**src/hw/rtl/swa_pkg.sv**
```systemverilog
// Shared constants and types for the sliding window average core.
package swa_pkg;

  localparam int CFG_W = 7;
  localparam int OUT_W = 24;
  localparam logic [CFG_W-1:0] CFG_RESET = 7'd5;

  typedef struct packed {
    logic idle;
    logic done;
  } swa_div_status_t;

endpackage

```
**src/hw/rtl/swa_div.sv**
```systemverilog
// Bit-serial restoring divider, one quotient bit per cycle.
module swa_div
  import swa_pkg::*;
#(
  parameter int DIV_W = 30,
  parameter int K_W   = 7
) (
  input  logic             clk,
  input  logic             rst,
  input  logic             start,
  input  logic [DIV_W-1:0] dividend,
  input  logic [K_W-1:0]   divisor,
  input  logic             neg_in,
  input  logic             ack,
  output swa_div_status_t  status,
  output logic [DIV_W-1:0] quotient,
  output logic             neg_out
);

  localparam int CNT_W = $clog2(DIV_W + 1);

  typedef enum logic [1:0] {
    ST_IDLE,
    ST_RUN,
    ST_DONE
  } state_t;

  state_t           state;
  logic [K_W-1:0]   rem;
  logic [K_W-1:0]   dvs;
  logic [DIV_W-1:0] shreg;
  logic [CNT_W-1:0] cnt;

  logic [K_W:0]     trial;
  logic             fits;
  logic [K_W:0]     diff;

  // The dividend shifts out of the top of shreg while quotient bits shift in below.
  always_comb begin
    trial = {rem, shreg[DIV_W-1]};
    fits  = trial >= {1'b0, dvs};
    diff  = trial - {1'b0, dvs};
  end

  always_ff @(posedge clk) begin
    if (rst) begin
      state <= ST_IDLE;
    end else begin
      unique case (state)
        ST_IDLE: begin
          if (start) begin
            state   <= ST_RUN;
            rem     <= '0;
            dvs     <= divisor;
            shreg   <= dividend;
            neg_out <= neg_in;
            cnt     <= CNT_W'(DIV_W);
          end
        end
        ST_RUN: begin
          rem   <= fits ? diff[K_W-1:0] : trial[K_W-1:0];
          shreg <= {shreg[DIV_W-2:0], fits};
          cnt   <= cnt - 1'b1;
          if (cnt == CNT_W'(1)) begin
            state <= ST_DONE;
          end
        end
        ST_DONE: begin
          if (ack) begin
            state <= ST_IDLE;
          end
        end
        default: state <= ST_IDLE;
      endcase
    end
  end

  assign status.idle = (state == ST_IDLE);
  assign status.done = (state == ST_DONE);
  assign quotient    = shreg;

endmodule

```
**src/hw/rtl/sliding_window_average_core.sv**
```systemverilog
// Boxcar moving average over the last K samples with a serial divider by K.
// A sample that completes a window gives its average after the window update, one divider step
//   per quotient bit and the output load.
// A new sample waits until the window update is done and the divider is idle; a stalled
//   output beat holds the divider and so the input too.
// Reset clears the window, empties the output register and loads window_len with 5.
module sliding_window_average_core
  import swa_pkg::*;
#(
  parameter int WINDOW_MAX  = 64,
  parameter int SAMPLE_BITS = 16,
  parameter int FRAC_BITS   = 8
) (
  input  logic                                clk,
  input  logic                                rst,
  input  logic                                cfg_wr_en,
  input  logic [CFG_W-1:0]                    cfg_wr_data,  // window_len
  input  logic                                s_tvalid,
  output logic                                s_tready,
  input  logic [((SAMPLE_BITS+7)/8)*8-1:0]    s_tdata,      // sample
  input  logic [0:0]                          s_tuser,      // restart
  output logic                                m_tvalid,
  input  logic                                m_tready,
  output logic [OUT_W-1:0]                    m_tdata       // average
);

  localparam int PTR_W = (WINDOW_MAX > 1) ? $clog2(WINDOW_MAX) : 1;
  localparam int K_W   = $clog2(WINDOW_MAX + 1);
  localparam int IDX_W = K_W + 1;
  localparam int SUM_W = SAMPLE_BITS + $clog2(WINDOW_MAX);
  localparam int DIV_W = SUM_W + FRAC_BITS;

  typedef enum logic {
    ST_IDLE,
    ST_UPDATE
  } state_t;

  state_t                   state;
  logic [CFG_W-1:0]         window_len;
  logic signed [SUM_W-1:0]  running_sum;
  logic [K_W-1:0]           fill_count;
  logic [PTR_W-1:0]         write_pointer;
  logic signed [SAMPLE_BITS-1:0] sample_q;
  logic                     sub_q;

  logic signed [SAMPLE_BITS-1:0] sample_line [WINDOW_MAX];
  logic signed [SAMPLE_BITS-1:0] rd_data;
  logic [PTR_W-1:0]         rd_addr;
  logic                     wr_en;

  logic [K_W-1:0]           k;
  logic                     accept;
  logic                     restart;
  logic signed [SUM_W-1:0]  sum_eff;
  logic [K_W-1:0]           fill_eff;
  logic [PTR_W-1:0]         wp_eff;
  logic [IDX_W-1:0]         wp_ext;
  logic [IDX_W-1:0]         k_ext;
  logic [IDX_W-1:0]         oldest;

  logic signed [SUM_W-1:0]  running_sum_next;
  logic [K_W-1:0]           fill_count_next;
  logic [PTR_W-1:0]         write_pointer_next;
  logic [SUM_W-1:0]         sum_mag;

  logic                     div_start;
  logic [DIV_W-1:0]         div_dividend;
  logic                     div_ack;
  swa_div_status_t          div_status;
  logic [DIV_W-1:0]         div_quotient;
  logic                     div_neg;
  logic signed [DIV_W:0]    quot_signed;

  // A zero length acts as one, and lengths past the delay line are clamped to it.
  always_comb begin
    if (window_len == '0) begin
      k = K_W'(1);
    end else if (32'(window_len) > WINDOW_MAX) begin
      k = K_W'(WINDOW_MAX);
    end else begin
      k = K_W'(window_len);
    end
  end

  assign s_tready = (state == ST_IDLE) && div_status.idle;
  assign accept   = s_tvalid && s_tready;
  assign restart  = s_tuser[0];

  // A restart clears the window before its own sample is taken.
  always_comb begin
    sum_eff  = restart ? '0 : running_sum;
    fill_eff = restart ? '0 : fill_count;
    wp_eff   = restart ? '0 : write_pointer;
    wp_ext   = IDX_W'(wp_eff);
    k_ext    = IDX_W'(k);
    if (wp_ext >= k_ext) begin
      oldest = wp_ext - k_ext;
    end else begin
      oldest = wp_ext + IDX_W'(WINDOW_MAX) - k_ext;
    end
    rd_addr = oldest[PTR_W-1:0];
  end

  always_comb begin
    running_sum_next = running_sum - (sub_q ? SUM_W'(rd_data) : '0) + SUM_W'(sample_q);
    fill_count_next  = (fill_count < k) ? fill_count + 1'b1 : fill_count;
    if (write_pointer == PTR_W'(WINDOW_MAX - 1)) begin
      write_pointer_next = '0;
    end else begin
      write_pointer_next = write_pointer + 1'b1;
    end
    sum_mag      = running_sum_next[SUM_W-1] ? -running_sum_next : running_sum_next;
    div_dividend = DIV_W'(sum_mag) << FRAC_BITS;
    wr_en        = (state == ST_UPDATE);
    div_start    = (state == ST_UPDATE) && (fill_count_next >= k);
  end

  always_ff @(posedge clk) begin
    if (accept) begin
      rd_data <= sample_line[rd_addr];
    end
    if (wr_en) begin
      sample_line[write_pointer] <= sample_q;
    end
  end

  always_ff @(posedge clk) begin
    if (rst) begin
      state         <= ST_IDLE;
      window_len    <= CFG_RESET;
      running_sum   <= '0;
      fill_count    <= '0;
      write_pointer <= '0;
      sub_q         <= 1'b0;
    end else if (cfg_wr_en) begin
      window_len    <= cfg_wr_data;
      running_sum   <= '0;
      fill_count    <= '0;
      write_pointer <= '0;
    end else begin
      unique case (state)
        ST_IDLE: begin
          if (accept) begin
            state         <= ST_UPDATE;
            sample_q      <= s_tdata[SAMPLE_BITS-1:0];
            running_sum   <= sum_eff;
            fill_count    <= fill_eff;
            write_pointer <= wp_eff;
            sub_q         <= (fill_eff >= k);
          end
        end
        ST_UPDATE: begin
          state         <= ST_IDLE;
          running_sum   <= running_sum_next;
          fill_count    <= fill_count_next;
          write_pointer <= write_pointer_next;
        end
        default: state <= ST_IDLE;
      endcase
    end
  end

  swa_div #(
    .DIV_W (DIV_W),
    .K_W   (K_W)
  ) u_div (
    .clk      (clk),
    .rst      (rst),
    .start    (div_start),
    .dividend (div_dividend),
    .divisor  (k),
    .neg_in   (running_sum_next[SUM_W-1]),
    .ack      (div_ack),
    .status   (div_status),
    .quotient (div_quotient),
    .neg_out  (div_neg)
  );

  assign div_ack     = div_status.done && (!m_tvalid || m_tready);
  assign quot_signed = div_neg ? -{1'b0, div_quotient} : {1'b0, div_quotient};

  // The output register frees the divider while a finished beat waits downstream.
  always_ff @(posedge clk) begin
    if (rst) begin
      m_tvalid <= 1'b0;
    end else if (div_ack) begin
      m_tvalid <= 1'b1;
      m_tdata  <= OUT_W'(quot_signed);
    end else if (m_tready) begin
      m_tvalid <= 1'b0;
    end
  end

endmodule

```
**config.mk**
```make
export PLATFORM = sky130hd
export DESIGN_NAME = sliding_window_average_core
export DESIGN_NICKNAME = d
export VERILOG_FILES = /design/src/hw/rtl/swa_pkg.sv /design/src/hw/rtl/swa_div.sv /design/src/hw/rtl/sliding_window_average_core.sv
export SDC_FILE = /design/constraint.sdc
export NUM_CORES = 1
export LEC_CHECK = 0
export BUFFER_PORTS_ARGS = -buffer_cell sky130_fd_sc_hd__buf_2
export CAP_MARGIN = 15
export CORE_AREA = 5 5 299 301
export CTS_CLUSTER_SIZE = 20
export DETAILED_ROUTE_END_ITERATION = 10
export DIE_AREA = 0 0 304 306
export PLACE_DENSITY = 0.76
export SETUP_SLACK_MARGIN = 0.05
export SYNTH_ARGS = -nofsm -noshare
export SYNTH_HDL_FRONTEND = slang
export SYNTH_SLANG_ARGS = --single-unit
```
**constraint.sdc**
```tcl
create_clock -name clk -period 6.8 [get_ports clk]
set_clock_uncertainty 0.2 [all_clocks]
set_input_delay 0.68 -clock clk [delete_from_list [all_inputs] [get_ports clk]]
set_output_delay 0.68 -clock clk [all_outputs]
set_load 0.01 [all_outputs]
```
==> results of run 1 <==
## routing by layer
layer,vias up,GRT usage
li1,10700,-
met1,13200,0.339
met2,1415,0.410
met5,-,0
met3,212,0.0693
met4,2,0.0759
## cells by family (layout without fill, tap and decap cells)
kind of cell,count (synthesis),after routing,share of synthesized area
compound gates,257,257,0.0356
xor+xnor,71,71,0.0131
fa+ha+maj,83,83,0.0248
buf+inv,243,501,0.0191
flops,1177,1177,0.715
mux,343,343,0.152
other cells,0,1,0
simple gates,395,395,0.0401
## critical path: cells and delay by family, from the launching register on
family,cells,cell delay [ns]
AOI/OAI and AO/OA,3,1.11
DFF,1,0.32
and+or+nand+nor,3,0.70
buffers and inverters,3,0.86
muxes,2,0.84
adders and majority gates,2,1.50
## power by group
group | internal, mW | leakage (nW) | switching, mW
Sequential | 7.97 | 10.6 | 0.0446
Clock | 3.20 | 1.64 | 2.63
Combinational | 0.906 | 5.75 | 1.11
Total | 12.1 | 17.9 | 3.78
## synthesized netlist by cell type, drive strengths merged, types with 4 or more instances
library cell,number
dfxtp,47
o31ai,8
xor2,13
a41oi,4
xnor2,58
o21ai,37
nand4,7
nor3,23
nand2b,19
nor3b,6
edfxtp,1130
a211o,5
a21oi,78
o211ai,9
and2,25
or4,6
clkbuf,88
nor2,161
nand2,45
a22oi,23
a21o,19
buf,35
a31oi,9
and3,9
or3,11
mux4,320
nand3,25
fa,23
nor2b,40
a211oi,26
inv,120
mux2i,22
o21a,8
ha,60
## worst max path at each step
stage / cells past startpoint / slack, ns / from / end
after floorplan: 18 / 1.44 / window_len[6] / u_div.cnt[0]
after detailed placement: 12 / 0.81 / s_tuser / rd_data[5]
final: 13 / 0.91 / window_len[1] / rd_data[5]
after CTS: 13 / 0.87 / window_len[1] / rd_data[5]
after global routing: 13 / 0.84 / window_len[1] / rd_data[5]
after global placement: 12 / 0.85 / s_tuser / rd_data[5]
## through the flow
step	setup WS [ns]	cell area [µm²]	hold WS, ns	power [mW]	instances
global placement	0.849	51000	0.270	10.1	3754
CTS	0.874	54600	0.00734	15.9	3975
floorplan	1.44	48800	0.243	9.56	2569
detailed placement	0.806	51100	0.269	10.1	3758
finish	0.911	54700	0.0450	15.9	3983
global route	0.839	54700	0.0178	16.4	3982
## final cells by class
| class | instances | area share |
|---|---|---|
| Clock buffer | 141 | 0.0536 |
| Inverter | 120 | 0.00823 |
| Antenna cell | 1 | 0.0000457 |
| Sequential cell | 1177 | 0.637 |
| Timing Repair Buffer | 180 | 0.0271 |
| Multi-Input combinational cell | 1149 | 0.239 |
| Clock inverter | 60 | 0.00825 |
| Tap cell | 1155 | 0.0264 |
## flip-flops by register name, summed over array words and instances, names as in the netlist, 2 cells and up
name and cells:
fill_count 7, m_tdata 24, rd_data 16, running_sum 22, sample_line 1024, sample_q 16, u_div.cnt 5, u_div.dvs 7
u_div.quotient 30, u_div.rem 7, u_div.state 2, window_len 7, write_pointer 6
## repair_timing
action,in CTS,in global routing
hold endpoints to repair,16,0
resized for setup,0,0
hold buffers,16,0
endpoints found under the setup margin,0,0
==> metrics.md, run 1 <==
| Metric | Value |
|---|---|
| Run status | `finished clean` |
| Number of buffers created by CTS | `111` |
| Final core utilization | `0.634` |
| IO buf count | `54` |
| Most area-consuming cells after synthesis | `sky130_fd_sc_hd__edfxtp_1 70%, sky130_fd_sc_hd__mux4_2 15%, sky130_fd_sc_hd__dfxtp_1 1.9%` |
| Normalized max-slew margin | `0.203` |
| Root buf cell | `sky130_fd_sc_hd__clkbuf_16` |
| Main synth FF type | `sky130_fd_sc_hd__edfxtp_1` |
| Fraction of synthesized cell area taken by the top area cell type | `0.696` |
| HPWL after detailed placement | `65300 µm` |
| Setup violators final | `0` |
| Crit start category | `flop` |
| FF+latch area | `34900 µm²` |
| Worst Hold End | `sample_q[6]` |
| Post-synth EDFFs | `1130` |
| Terminus of the critical flop-to-flop path | `rd_data[5]` |
| Hold Path Stages | `1` |
| Hold Path Origin | `s_tdata[6]` |
| Maximum number of pins on one net before global-route repair | `66` |
| Portion of the post-synthesis area used by sequential elements | `0.715` |
| Timing-limited maximum frequency | `170 MHz` |
| Initial standard-cell utilization of the core | `0.565` |
| Commonest cells after routing, fill and taps aside | `1130 x sky130_fd_sc_hd__edfxtp_1, 320 x sky130_fd_sc_hd__mux4_2, 150 x sky130_fd_sc_hd__nor2_1` |
| Distinct cell type count after synthesis | `76` |
| YS warnings | `0` |
| Reported max-cap violation count | `0` |
| Area enclosed by the die boundary | `93000 µm²` |
| Critical path data arrival time | `6.08 ns` |
| Core ar. | `86300 µm²` |
| Maximum buffer depth of the clock tree | `3` |
| Horizontal die dimension | `304 µm` |
| Top metal layer carrying routed signals | `met5` |
| Post-DR vias/cell | `6.40` |
| Most common library cell in the layout ignoring fill and taps | `sky130_fd_sc_hd__edfxtp_1` |
| First drt pass iteration count | `6` |
| Share of synthesized registers carrying an async set or reset | `0` |
| Max rail drop VDD | `0.281 mV` |
| Die Ht | `306 µm` |
| Nets in the synthesized netlist | `2681` |
| CP required | `6.99 ns` |
| Final global-route overflow total | `0` |
| Initial antenna violation count | `5` |
| Number of inserted filler cells in the final layout | `5638` |
| Clock-pin transition on the worst setup and hold timing paths | `0.07 ns` |
| Launch instance of the worst register-to-register path | `window_len[1]` |
| Routed Antenna Nets | `0` |
| Share of final-layout standard cells stronger than drive strength 1 | `0.240` |
| Fin crit share | `0.866` |
| Slew at the pin with the worst max-slew slack | `1.19 ns` |
| Kind of capture point of the worst setup path | `flop` |
| Number of DRC violations after detailed routing | `0` |
| Final slew viol count | `0` |
| # Post-CTS Setup Buffers | `0` |
| Cells along the critical path | `nor3_1 > a21oi_1 > nor2_1 > ha_4 > inv_1 > fa_4 > buf_12 > buf_4 > mux4_2 > mux4_2 > nor2b_1 > a211oi_1 > a21oi_1` |
| Unrepaired setup endpoints after global routing | `false` |
| Average cell area after synthesis | `19.0 µm²` |
| CTS tree | `built` |
| Number of top-level pins | `55` |
| Nets | `2851` |
| Type of the tightest min-delay check | `in -> reg` |
| TritonCTS sink count | `1177` |
| Number of standard-cell rows in the floorplan | `108` |
| Clk Latency, worst-skew pair | `0.69 ns` |
| Signed area change from the synthesized netlist to the final layout | `12.2%` |
| Met1 wire length | `42900 µm` |
| Minimum clock period after layout | `5.89 ns` |
| Cell Area, Synth | `48800 µm²` |
| Final routed wirelength across all metal layers | `117000 µm` |
| Wire length per cell after detailed routing | `29.3 µm` |
| Worst reg2reg setup slack | `0.91 ns` |
| Power per cell area | `290 nW/µm²` |
| Leak Pwr | `17.9 nW` |
| Cells on worst reg2reg path | `13` |
| Number of endpoints with negative hold slack in the final report | `0` |
| Critical path's slowest cell | `sky130_fd_sc_hd__fa_4` |
| Multi-input gate area in the final layout | `13100 µm²` |
| Syn Inst Count | `2569` |
| Met2 routed WL | `57000 µm` |
| Vias after detailed routing | `25500` |
| Number of global-route vias before repair | `26200` |
| Largest area contributor in the synthesized netlist | `sky130_fd_sc_hd__edfxtp_1` |
| Total Negative Setup Slacks | `0 ns` |
| Global-route wire length before repair | `173000 µm` |
| Max stage delay on crit path | `1.30 ns` |
| Routed wl met3 | `13300 µm` |
| Yosys reg bits | `1177` |
| Worst Path Max Fanout | `40` |
| Routability congestion estimate | `0.833` |
| Combined global-route utilization of all metal layers | `0.251` |
| H-tree lvl count | `3` |
| Iter 0 DRT Violations | `3086` |
| Path type of the worst setup path | `reg -> reg` |
No activity file was read; power rests on OpenSTA's default activity.
==> run 2: changes to the inputs <==
CORE_AREA = 5 5 315 286   (was 5 5 299 301)
DIE_AREA = 0 0 320 291   (was 0 0 304 306)
PLACE_DENSITY = 0.75   (was 0.76)
==> run 2 against run 1 <==
  * Register-to-register slack gained 0.25 ns
  * Critical path depth is 2 lower
  * Hold slack gained 0.017 ns
  * Die area up 0.10%
  * Count of clock-buffer cells in the layout decreased by 10
  * Global-route usage fell by 0.071 points
==> metrics.md, run 2 (synthesized netlist as in run 1, its figures left out) <==
| Metric | Value |
|---|---|
| Minimum setup slack after placement | `1.12 ns` |
| Category of cells accounting for the largest share of critical-path delay | `adder cells` |
| Final global-route overflow total | `0` |
| Commonest cells after routing, fill and taps aside | `1130 x sky130_fd_sc_hd__edfxtp_1, 320 x sky130_fd_sc_hd__mux4_2, 146 x sky130_fd_sc_hd__nor2_1` |
| Root buf cell | `sky130_fd_sc_hd__clkbuf_16` |
| Hold Path Origin | `cfg_wr_data[2]` |
| Initial standard-cell utilization of the core | `0.562` |
| Wire length per cell after detailed routing | `29.4 µm` |
| Worst reg2reg setup slack | `1.16 ns` |
| Largest reg by FF count | `sample_line` |
| Routed Antenna Nets | `0` |
| Fin crit share | `0.829` |
| Number of endpoints with negative hold slack in the final report | `0` |
| Reported max-cap violation count | `0` |
| Worst Slack Setup Final | `1.16 ns` |
| Crit start category | `flop` |
| Normalized max-slew margin | `0.178` |
| Leak Pwr | `18.0 nW` |
| Final core utilization | `0.633` |
| Terminus of the critical flop-to-flop path | `rd_data[15]` |
| Global-route wire length before repair | `173000 µm` |
| Path type of the worst setup path | `reg -> reg` |
| Power per cell area | `292 nW/µm²` |
| Core ar. | `86700 µm²` |
| Unrepaired setup endpoints after global routing | `false` |
| CP required | `6.99 ns` |
| Number of flip-flops in the largest register | `1024` |
| Clock-pin transition on the worst setup and hold timing paths | `0.07 ns` |
| Initial antenna violation count | `0` |
| Slew at the pin with the worst max-slew slack | `1.23 ns` |
| Total power draw | `16.0 mW` |
| Maximum buffer depth of the clock tree | `3` |
| Max rail drop VDD | `0.227 mV` |
| DP Cell Count | `3760` |
| Maximum number of pins on one net before global-route repair | `75` |
| Timing-limited maximum frequency | `177 MHz` |
| Number of DRC violations after detailed routing | `0` |
| Critical path's slowest cell | `sky130_fd_sc_hd__fa_4` |
| Number of antenna diodes | `0` |
| Number of standard-cell rows in the floorplan | `103` |
| Launch instance of the worst register-to-register path | `window_len[1]` |
| Clk Latency, worst-skew pair | `0.70 ns` |
| Routability congestion estimate | `0.883` |
| Crit path buf inv count | `2` |
| Worst Path Max Fanout | `42` |
| Die Ht | `291 µm` |
| # Post-CTS Setup Buffers | `0` |
| Cells on worst reg2reg path | `11` |
| Non-filler instance count after layout | `3984` |
| Horizontal die dimension | `320 µm` |
| Minimum clock period after layout | `5.64 ns` |
| Number of global-route vias before repair | `25800` |
| Combined global-route utilization of all metal layers | `0.251` |
| Kind of capture point of the worst setup path | `flop` |
| HPWL after detailed placement | `67900 µm` |
| CTS tree | `built` |
| Number of buffers created by CTS | `111` |
| First drt pass iteration count | `6` |
| Final routed wirelength across all metal layers | `117000 µm` |
| Total Negative Setup Slacks | `0 ns` |
| Cells along the critical path | `nor3_1 > a21oi_1 > nor2_1 > ha_4 > inv_1 > fa_4 > buf_4 > mux4_2 > mux4_2 > a211oi_1 > a21oi_1` |
| Critical path data arrival time | `5.83 ns` |
| Share of final-layout standard cells stronger than drive strength 1 | `0.245` |
| Vias after detailed routing | `25800` |
| TritonCTS sink count | `1177` |
| Most common library cell in the layout ignoring fill and taps | `sky130_fd_sc_hd__edfxtp_1` |
| Type of the tightest min-delay check | `in -> reg` |
| Iter 0 DRT Violations | `3638` |
| Number of inserted filler cells in the final layout | `5708` |
| Worst Hold End | `window_len[2]` |
| H-tree lvl count | `3` |
| Nets | `2848` |
| Setup violators final | `0` |
| Post-DR vias/cell | `6.47` |
| Max stage delay on crit path | `1.28 ns` |
| Hold Path Stages | `2` |
| IO buf count | `54` |
| Run status | `finished clean` |
| Final slew viol count | `0` |
| Area enclosed by the die boundary | `93100 µm²` |
| Number of top-level pins | `55` |
| Signed area change from the synthesized netlist to the final layout | `12.6%` |
==> run 2: cell types whose count changed in the layout (fill, tap and decap cells not counted), moves of 3 or more <==
cell / previous run / this run
sky130_fd_sc_hd__clkbuf_1: 28 / 19
sky130_fd_sc_hd__clkinv_2: 19 / 25
sky130_fd_sc_hd__nor2_1: 150 / 146
sky130_fd_sc_hd__bufinv_16: 4 / 7
sky130_fd_sc_hd__buf_4: 90 / 84
sky130_fd_sc_hd__nor2_2: 11 / 15
==> run 2: metrics by stage <==
step | hold WS (ns) | cell area (µm²)
final | 0.0622 | 54900
after global routing | 0.0374 | 54900
after CTS | 0.0357 | 54900
after detailed placement | 0.284 | 51200
after global placement | 0.269 | 51000
after floorplan | 0.243 | 48800
==> run 2: report_power, final <==
group          switching [mW]  total, mW  leakage, nW  internal, mW
Combinational            1.12       2.04         5.75         0.916
Sequential             0.0369       8.00         10.6          7.97
Clock                    2.68       5.97         1.71          3.29
Total                    3.84       16.0         18.0          12.2
==> run 2: per-layer routing <==
layer  vias up  wire length, µm  track usage
met5         -                0            0
met4         0             2950       0.0622
met3       198            12500       0.0595
met2      1544            56000        0.395
met1     13400            45800        0.363
li1      10700                -            -
==> run 2: what timing repair did <==
action | 4_1_cts | 5_1_grt
endpoints found under the hold margin | 16 | 0
resized for setup | 0 | 0
hold buffers | 16 | 0
==> run 2: layout make-up <==
class                   instances  area (µm²)  area share
well taps                    1155        1450      0.0263
flip-flops and latches       1177       34900       0.635
inverters                     120         450     0.00820
clock buffers                 131        2860      0.0521
multi-input cells            1149       13100       0.239
clock inverters                75         651      0.0118
repair buffers                177        1520      0.0277
==> run 2: worst max-delay path by stage <==
stage	startpoint	slack, ns	endpoint	depth (start not counted)
after global placement	window_len[1]	1.02	rd_data[10]	11
after CTS	window_len[1]	1.14	rd_data[15]	11
after detailed placement	s_tuser	1.12	rd_data[15]	10
after global routing	window_len[1]	0.91	rd_data[15]	11
after floorplan	window_len[6]	1.44	u_div.cnt[0]	18
final	window_len[1]	1.16	rd_data[15]	11
==> run 2: worst register-to-register path: stages, from the launching register on <==
cell and delay (ns):
sky130_fd_sc_hd__dfxtp_1 0.33, sky130_fd_sc_hd__nor3_1 0.20, sky130_fd_sc_hd__a21oi_1 0.11, sky130_fd_sc_hd__nor2_1 0.39
sky130_fd_sc_hd__ha_4 0.19, sky130_fd_sc_hd__inv_1 0.07, sky130_fd_sc_hd__fa_4 1.28, sky130_fd_sc_hd__buf_4 0.66
sky130_fd_sc_hd__mux4_2 0.46, sky130_fd_sc_hd__mux4_2 0.53, sky130_fd_sc_hd__a211oi_1 0.86, sky130_fd_sc_hd__a21oi_1 0.09
